--- src/hw/rtl/nur_pkg.sv ---
// shared types and constants for the not-used-recently replacement policy
// used by nur_cell and nur_replacement_policy; no dependencies

package nur_pkg;

    // number of cache blocks tracked
    localparam int NUM_BLOCKS   = 16;
    localparam int IDX_W        = (NUM_BLOCKS > 1) ? $clog2(NUM_BLOCKS) : 1;
    localparam int CNT_W        = $clog2(NUM_BLOCKS + 1);

    // fixed field widths
    localparam int REQ_W        = 3;
    localparam int BLK_W        = 4;
    localparam int PERIOD_W     = 16;
    localparam logic [PERIOD_W-1:0] PERIOD_RESET = 16'd150;

    // rank encoding for the victim search: invalid blocks rank lowest,
    // valid blocks rank 1 + 2*referenced + modified
    localparam int RANK_W       = 3;
    localparam logic [RANK_W-1:0] RANK_INVALID = 3'd0;
    localparam logic [RANK_W-1:0] RANK_NONE    = 3'd5;

    // request codes
    typedef enum logic [REQ_W-1:0] {
        REQ_READ    = 3'd0,
        REQ_WRITE   = 3'd1,
        REQ_REPLACE = 3'd2,
        REQ_CLEAR   = 3'd3,
        REQ_STATUS  = 3'd4
    } req_t;

    // controller states
    typedef enum logic {
        ST_IDLE,
        ST_SCAN
    } state_t;

    // broadcast controls to every cell
    typedef struct packed {
        logic clear_refs;
        logic set_ref_en;
        logic set_status_en;
        logic new_valid;
        logic new_modified;
    } cell_ctl_t;

    // search token passed along the cell chain
    typedef struct packed {
        logic [RANK_W-1:0] rank;
        logic [IDX_W-1:0]  idx;
    } token_t;

endpackage

--- src/hw/rtl/nur_replacement_policy.sv ---
// Not-used-recently replacement policy, top level with request control.
// Access, clear and status results come in the cycle after acceptance; a replace
// result comes once the search token, passing one cell of the chain per cycle, has
// cleared the last cell and the output is free; a replace blocks new requests till then.
// Throughput: one non-replace transaction per cycle unless the result channel stalls.
// Reset: synchronous active-low aresetn clears the block bits; period and count go to 150.

module nur_replacement_policy (
    input  logic        aclk,
    input  logic        aresetn,
    // input channel
    input  logic        s_tvalid,
    output logic        s_tready,
    input  logic [7:0]  s_tdata,   // block_index[3:0], block_valid[4], block_modified[5], 0
    input  logic [2:0]  s_tuser,   // req_type[2:0]
    // result channel
    output logic        m_tvalid,
    input  logic        m_tready,
    output logic [7:0]  m_tdata,   // victim_index[3:0], references_cleared[4], 0
    output logic        m_tuser,   // victim_given[0]
    // configuration port
    input  logic        psel,
    input  logic        penable,
    input  logic        pwrite,
    input  logic [2:0]  paddr,
    input  logic [31:0] pwdata,
    output logic [31:0] prdata,
    output logic        pready
);
    import nur_pkg::*;

    state_t                 state_reg, state_next;
    logic [CNT_W-1:0]       cnt_reg, cnt_next;
    logic [PERIOD_W-1:0]    period_reg, period_next;
    logic [PERIOD_W-1:0]    countdown_reg, countdown_next;
    logic [PERIOD_W-1:0]    count_dec;
    logic                   m_tvalid_reg, m_tvalid_next;
    logic [BLK_W-1:0]       victim_reg, victim_next;
    logic                   given_reg, given_next;
    logic                   cleared_reg, cleared_next;

    logic                   accept;
    logic                   cfg_write;
    logic                   out_free;
    logic [BLK_W-1:0]       blk_idx;
    cell_ctl_t              ctl;
    token_t                 chain [NUM_BLOCKS+1];
    logic [NUM_BLOCKS-1:0]  sel;

    assign blk_idx   = s_tdata[3:0];
    assign out_free  = !m_tvalid_reg || m_tready;
    assign s_tready  = (state_reg == ST_IDLE) && out_free;
    assign accept    = s_tvalid && s_tready;
    assign cfg_write = psel && penable && pwrite && pready && !paddr[2];

    // apb read side
    assign pready = 1'b1;
    assign prdata = paddr[2] ? 32'd0 : {16'd0, period_reg};

    // search seed enters the chain head
    assign chain[0].rank = RANK_NONE;
    assign chain[0].idx  = '0;

    // row of status cells
    for (genvar i = 0; i < NUM_BLOCKS; i++) begin : g_cell
        assign sel[i] = (int'(blk_idx) == i);
        nur_cell u_cell (
            .aclk      (aclk),
            .aresetn   (aresetn),
            .ctl       (ctl),
            .sel       (sel[i]),
            .cell_id   (IDX_W'(i)),
            .token_in  (chain[i]),
            .token_out (chain[i+1])
        );
    end

    assign count_dec = PERIOD_W'(countdown_reg - 16'd1);

    // request decode, countdown and result control
    always_comb begin
        state_next     = state_reg;
        cnt_next       = cnt_reg;
        period_next    = period_reg;
        countdown_next = countdown_reg;
        m_tvalid_next  = m_tvalid_reg && !m_tready;
        victim_next    = victim_reg;
        given_next     = given_reg;
        cleared_next   = cleared_reg;
        ctl            = '0;
        ctl.new_valid    = s_tdata[4];
        ctl.new_modified = s_tdata[5];

        if (cfg_write) begin
            period_next    = pwdata[PERIOD_W-1:0];
            countdown_next = pwdata[PERIOD_W-1:0];
        end

        case (state_reg)
            ST_IDLE: begin
                if (accept) begin
                    victim_next  = '0;
                    given_next   = 1'b0;
                    cleared_next = 1'b0;
                    m_tvalid_next = 1'b1;
                    case (s_tuser)
                        REQ_READ, REQ_WRITE: begin
                            ctl.set_ref_en = 1'b1;
                            if (period_reg != '0) begin
                                if (count_dec == '0) begin
                                    ctl.clear_refs = 1'b1;
                                    countdown_next = period_reg;
                                    cleared_next   = 1'b1;
                                end else begin
                                    countdown_next = count_dec;
                                end
                            end
                        end
                        REQ_REPLACE: begin
                            m_tvalid_next = 1'b0;
                            state_next    = ST_SCAN;
                            cnt_next      = '0;
                        end
                        REQ_CLEAR: begin
                            if (period_reg != '0) begin
                                ctl.clear_refs = 1'b1;
                                countdown_next = period_reg;
                                cleared_next   = 1'b1;
                            end
                        end
                        REQ_STATUS: begin
                            ctl.set_status_en = 1'b1;
                        end
                        default: begin
                        end
                    endcase
                end
            end
            ST_SCAN: begin
                // wait for the token to clear the last cell, then hand it out
                if (cnt_reg != CNT_W'(NUM_BLOCKS)) begin
                    cnt_next = CNT_W'(cnt_reg + 1'b1);
                end else if (out_free) begin
                    victim_next   = BLK_W'(chain[NUM_BLOCKS].idx);
                    given_next    = 1'b1;
                    cleared_next  = 1'b0;
                    m_tvalid_next = 1'b1;
                    state_next    = ST_IDLE;
                end
            end
            default: begin
                state_next = ST_IDLE;
            end
        endcase
    end

    // control registers
    always_ff @(posedge aclk) begin
        if (!aresetn) begin
            state_reg     <= ST_IDLE;
            cnt_reg       <= '0;
            period_reg    <= PERIOD_RESET;
            countdown_reg <= PERIOD_RESET;
            m_tvalid_reg  <= 1'b0;
        end else begin
            state_reg     <= state_next;
            cnt_reg       <= cnt_next;
            period_reg    <= period_next;
            countdown_reg <= countdown_next;
            m_tvalid_reg  <= m_tvalid_next;
        end
    end

    // result payload
    always_ff @(posedge aclk) begin
        victim_reg  <= victim_next;
        given_reg   <= given_next;
        cleared_reg <= cleared_next;
    end

    assign m_tvalid = m_tvalid_reg;
    assign m_tdata  = {3'd0, cleared_reg, victim_reg};
    assign m_tuser  = given_reg;

endmodule

--- src/hw/rtl/nur_cell.sv ---
// one block's status cell: valid, modified and referenced bits plus one
// stage of the registered victim search chain; depends on nur_pkg

module nur_cell (
    input  logic                    aclk,
    input  logic                    aresetn,
    input  nur_pkg::cell_ctl_t      ctl,
    input  logic                    sel,
    input  logic [nur_pkg::IDX_W-1:0] cell_id,
    input  nur_pkg::token_t         token_in,
    output nur_pkg::token_t         token_out
);
    import nur_pkg::*;

    logic       valid_reg, valid_next;
    logic       modified_reg, modified_next;
    logic       referenced_reg, referenced_next;
    token_t     token_reg, token_next;
    logic [RANK_W-1:0] my_rank;

    // per-block bit updates; a set after a clear in the same transaction wins
    always_comb begin
        valid_next      = valid_reg;
        modified_next   = modified_reg;
        referenced_next = referenced_reg;
        if (ctl.clear_refs) begin
            referenced_next = 1'b0;
        end
        if (ctl.set_ref_en && sel) begin
            referenced_next = 1'b1;
        end
        if (ctl.set_status_en && sel) begin
            valid_next    = ctl.new_valid;
            modified_next = ctl.new_modified;
        end
    end

    // rank of this block and compare against the incoming token
    always_comb begin
        if (valid_reg) begin
            my_rank = RANK_W'(3'd1 + {1'b0, referenced_reg, modified_reg});
        end else begin
            my_rank = RANK_INVALID;
        end
        if (my_rank < token_in.rank) begin
            token_next.rank = my_rank;
            token_next.idx  = cell_id;
        end else begin
            token_next = token_in;
        end
    end

    always_ff @(posedge aclk) begin
        if (!aresetn) begin
            valid_reg      <= 1'b0;
            modified_reg   <= 1'b0;
            referenced_reg <= 1'b0;
        end else begin
            valid_reg      <= valid_next;
            modified_reg   <= modified_next;
            referenced_reg <= referenced_next;
        end
    end

    // search stage register
    always_ff @(posedge aclk) begin
        token_reg <= token_next;
    end

    assign token_out = token_reg;

endmodule

--- config.mk ---
export PLATFORM = sky130hd
export DESIGN_NAME = nur_replacement_policy
export DESIGN_NICKNAME = d
export VERILOG_FILES = /design/src/hw/rtl/nur_pkg.sv /design/src/hw/rtl/nur_replacement_policy.sv /design/src/hw/rtl/nur_cell.sv
export SDC_FILE = /design/constraint.sdc
export NUM_CORES = 1
export LEC_CHECK = 0
export BUFFER_PORTS_ARGS = -buffer_cell sky130_fd_sc_hd__buf_2
export CAP_MARGIN = 20
export CELL_PAD_IN_SITES_DETAIL_PLACEMENT = 1
export CELL_PAD_IN_SITES_GLOBAL_PLACEMENT = 2
export CORE_ASPECT_RATIO = 2
export CORE_MARGIN = 1
export CORE_UTILIZATION = 41
export DETAILED_ROUTE_END_ITERATION = 12
export GPL_ROUTABILITY_DRIVEN = 0
export GPL_TIMING_DRIVEN = 0
export PLACE_DENSITY = 0.95
export SETUP_SLACK_MARGIN = 0.05
export SKIP_LAST_GASP = 1
export SLEW_MARGIN = 20
export SYNTH_ARGS = -nofsm -noshare
export SYNTH_HDL_FRONTEND = slang
export SYNTH_HIERARCHICAL = 1
export SYNTH_SLANG_ARGS = --single-unit
--- constraint.sdc ---
create_clock -name aclk -period 9.35 [get_ports aclk]
set_clock_uncertainty 0.1 [all_clocks]
set_input_delay 1.4025 -clock aclk [delete_from_list [all_inputs] [get_ports aclk]]
set_output_delay 1.4025 -clock aclk [all_outputs]
set_load 0.005 [all_outputs]
---- Word level (Yosys, flattened, before mapping) ----
Index checks and enable logic that the tools add are counted.
word-level totals
  register bits ........................... 198
  output and inout bits ................... 44
cells by class
  $add $sub $neg .......................... 18
  magnitude comparators ................... 16
  equality and inequality tests ........... 25
  multiplexer cells ....................... 89
  bitwise operators ....................... 1
  reduce and logical (&&, ||, !) cells .... 65
operators by type and width
  operator               count
  $mux 16                7
  $mux 7                 14
  $mux 3                 18
  $add 1x2->3 const A    16
  $lt 3x3->1             15
  $logic_and 1x1->1      38
  $mux 1                 36
  $eq 4x4->1 const B     8
  $pmux 16 s2            1
  $reduce_bool 2->1      16
  $eq 4x3->1 const B     4
  $logic_not 16->1       1
  $reduce_bool 16->1     1
  $sub 16x1->16 const B  1
  $mux 5                 3
  $mux 4                 3
  $pmux 1 s2             5
  $pmux 5 s2             1
  $eq 4x2->1 const B     2
  $pmux 4 s2             1
  $eq 3x2->1 const B     2
  $ne 2x1->1 const B     3
  $reduce_and 3->1       2
  $add 5x1->5 const B    1
  12 further kinds       15

---- Depth between registers and ports, before layout ----
  depth after elaboration ................. 9
  depth in mapped cells ................... 10
  gate-level depth less buffers ........... 10

---- Hierarchy ----
Netlist, hierarchy kept.
by module, submodules not included
  module                  times used  cells each  area each (µm²)  seq. area each (µm²)
  nur_cell                16          41          445.4            200.2
  nur_replacement_policy  1           435         3,236.9          960.9

---- Worst setup path before layout ----
No wires, ideal clock.
  path type ............................... input -> register
  from .................................... in s_tuser[2]
  to ...................................... reg countdown_reg[9]
  setup time .............................. 74 ps
  data arrival time ....................... 3,824 ps
  data required time ...................... 9,176 ps
  setup slack ............................. 5,352 ps
  stages .................................. 5
  path buffers ............................ 0
  cells stage by stage .................... or3b_2 -> nor3_1 -> nand2_1 -> a221o_1 -> a31oi_1
between the ends
  cells in the longest elaborated chain, start to end .. 5
RTL lines
  what                                           RTL line                       text
  start: declaration                             nur_replacement_policy.sv:15   input logic [2:0] s_tuser,
  $eq 3x1->1 or $logic_not 3->1 (tied branches)  nur_replacement_policy.sv:106  case (s_tuser)
  $reduce_or 2->1                                nur_replacement_policy.sv:106
  $pmux 16 s2 *                                  nur_replacement_policy.sv:106
  $mux 16 *                                      nur_replacement_policy.sv:101  if (accept) begin
  $mux 16 *                                      nur_replacement_policy.sv:99   case (state_reg)
  end signal: assignment                         nur_replacement_policy.sv:169  countdown_reg <= countdown_next;
  end: declaration                               nur_replacement_policy.sv:35   logic [PERIOD_W-1:0] countdown_reg, countdown_next;
Every way passes the cells marked *; elsewhere a longest branch is shown, timed or not.
A chain may end at the register's enable or synchronous reset.

==> results.py <==
metrics = {
    "status": {
        "outcome": "finished, final reports clean",
    },
    "clock_network": {
        "ctsHoldBuffers": 0,
        "ctsRootBufferMaster": "clkbuf_16",
        "cts_tree": "built",
        "cts_resized": 0,
        "insertion_delay_ns": 0.50,
        "ctsHtreeMaxLevel": 1,
        "clkSinkCount": 202,
        "cts_buffers": 21,
        "post_cts_buffers": 0,
        "clockBufferDepth": 3,
        "cts.clk_slew.worst_paths_ns": 0.06,
    },
    "logic_synthesis": {
        "syn_area_sq_um": 10270,
        "syn-instance-count": 1083,
        "ys_warn_count": 6,
        "avgSynthCellArea_sq_um": 9.484,
    },
    "grt": {
        "grt_usage_pct": 22.26,
        "grt_pass1_wl_mm": 44.66,
        "grt_max_degree": 52,
        "antenna_found_initial": 0,
        "grt_pass1_vias": 9105,
        "grt_remaining_overflow": 0,
    },
    "setup_path": {
        "worstPathArrival_ns": 4.41,
        "rr_startpoint": "countdown_reg[0]",
        "r2r_cells": 10,
        "path_class": "register to register",
        "slowest_delay_ns": 0.69,
        "critPathCaptureType": "register",
        "critPathRequiredTime_ns": 9.63,
        "reg2reg_slack_ns": 5.22,
        "slowest_stage": "and2_1",
        "worst-path-buf-inv": 1,
        "worstReg2RegEnd": "g_cell[0].u_cell/referenced_reg",
        "cp-start-kind": "register",
        "crit_family": "simple AND/OR/NAND/NOR gates",
        "crit_chain": "inv_1, ha_1, or3b_4, o31ai_1, nand4_1, or4_4, o41ai_2, and2_1, nand2b_1, a21boi_0",
        "cp_max_fo": 16,
    },
    "finish": {
        "register_area_sq_um": 4104,
        "nets": 1378,
        "finalInstanceArea_sq_um": 12110,
        "fillers": 2924,
        "n_antenna_cell": 0,
        "layout-drive-gt1-share_pct": 19.42,
        "largest_reg_flops": 109,
        "syn2layout_area_growth_pct": 17.94,
        "multiInputGateArea_sq_um": 6118,
    },
    "run": {
        "drv_cap": 0,
    },
    "floorplanning": {
        "initial_core_util_pct": 41.88,
        "io_pins": 97,
        "die_width_um": 113.9,
        "core_area_sq_um": 24530,
        "die_y_um": 225.8,
        "dieArea_sq_um": 25730,
        "row_count": 81,
    },
    "min_path": {
        "hold_end": "g_cell[4].u_cell/token_out[2]",
        "min-delay-start": "g_cell[3].u_cell/token_out[2]",
        "hold_depth": 1,
        "hold_path.class": "register to register",
    },
    "sta": {
        "fin_crit_sh_pct": 44.14,
        "max_slew_margin_pct": 21.31,
        "fin_tns_setup_ns": 0,
        "worstMarginPinSlew_ns": 1.170,
        "period_minus_slack_ns": 4.127,
        "rsz0062_at_grt": "no",
        "fin_ws_ns": 5.223,
        "slew_violations": 0,
        "finalSetupViolations": 0,
        "final_hold_viol_count": 0,
        "fmax_mhz": 242.3,
    },
    "pwr": {
        "power_density_nw_per_um2": 168.1,
        "total_power_mw": 2.036,
        "vdd_ir_drop_max_uv": 157.7,
        "power.leakage_nw": 5.094,
    },
    "detailed_routing": {
        "vias": 8311,
        "drtAntennaViolNets": 0,
        "drt_iter0_drc": 221,
        "drc_errors": 0,
        "via_per_inst": 5.181,
        "routed_wl_mm": 27.88,
        "routedWlPerCell_um": 17.38,
        "firstDrtPassIters": 4,
    },
    "placement": {
        "placed_area_sq_um": 11370,
        "dp_hpwl_mm": 21.47,
        "port_buffers": 56,
        "pre_cts_ws_ns": 5.227,
    },
}
## worst max-delay path by stage
stage,startpoint,to,cells past startpoint,slack (ns)
after floorplan,s_tuser[2],countdown_reg[9],5,5.35
after global placement,s_tuser[2],countdown_reg[9],6,2.73
after detailed placement,countdown_reg[0],g_cell[0].u_cell/referenced_reg,10,5.23
after CTS,countdown_reg[0],g_cell[11].u_cell/referenced_reg,10,5.18
after global routing,countdown_reg[0],g_cell[11].u_cell/referenced_reg,10,4.97
final,countdown_reg[0],g_cell[0].u_cell/referenced_reg,10,5.22
## routing by layer
metal	global-route usage (%)	vias to the layer above	routed length (um)
met5	0	-	0
li1	-	4049	-
met4	14.03	0	1692
met3	2.711	80	746
met2	46.92	147	16470
met1	18.45	4035	8978
## cell type report
class | count | area share, %
multi-input combinational | 887 | 50.51
sequential | 202 | 33.88
clock buffer | 26 | 4.576
tap | 332 | 3.429
timing repair buffer | 61 | 2.758
buffer | 42 | 1.983
clock inverter | 11 | 1.539
inverter | 43 | 1.332
## worst reg2reg max path, cell delays in order (launching register included)
cell and delay [ns]:
dfxtp_1 0.39, inv_1 0.11, ha_1 0.28, or3b_4 0.45, o31ai_1 0.39, nand4_1 0.16
or4_4 0.57, o41ai_2 0.59, and2_1 0.69, nand2b_1 0.21, a21boi_0 0.09
## stage by stage
stage | util [%] | hold slack [ns] | instances
after floorplan | - | 0.3367 | 1174
after global placement | 46.11 | 0.3366 | 1562
after detailed placement | 46.37 | 0.3442 | 1567
after CTS | 49.39 | 0.3543 | 1604
after global routing | 49.39 | 0.3656 | 1604
final | 49.39 | 0.3558 | 1604
## layout by cell type, fill, tap and decap left out, types with 16 or more instances in the layout
cell type,instances
dfxtp_1,196
nand2_1,150
conb_1,93
ha_1,67
mux2_4,64
a21oi_1,63
buf_2,59
a21boi_0,59
inv_1,42
nand2b_1,41
nor2_1,41
nand3_1,40
and2_1,39
a21oi_2,32
buf_4,24
clkbuf_1,22
o21ai_0,21
clkbuf_16,21
nor2b_1,20
nand4_1,16
o22ai_1,16
nor2b_4,16
## report_power, final
part           switching (mW)  internal (mW)
Combinational          0.0887         0.0950
Sequential             0.0219          0.916
Clock                   0.355          0.560
(Power assumes the default switching activity.)
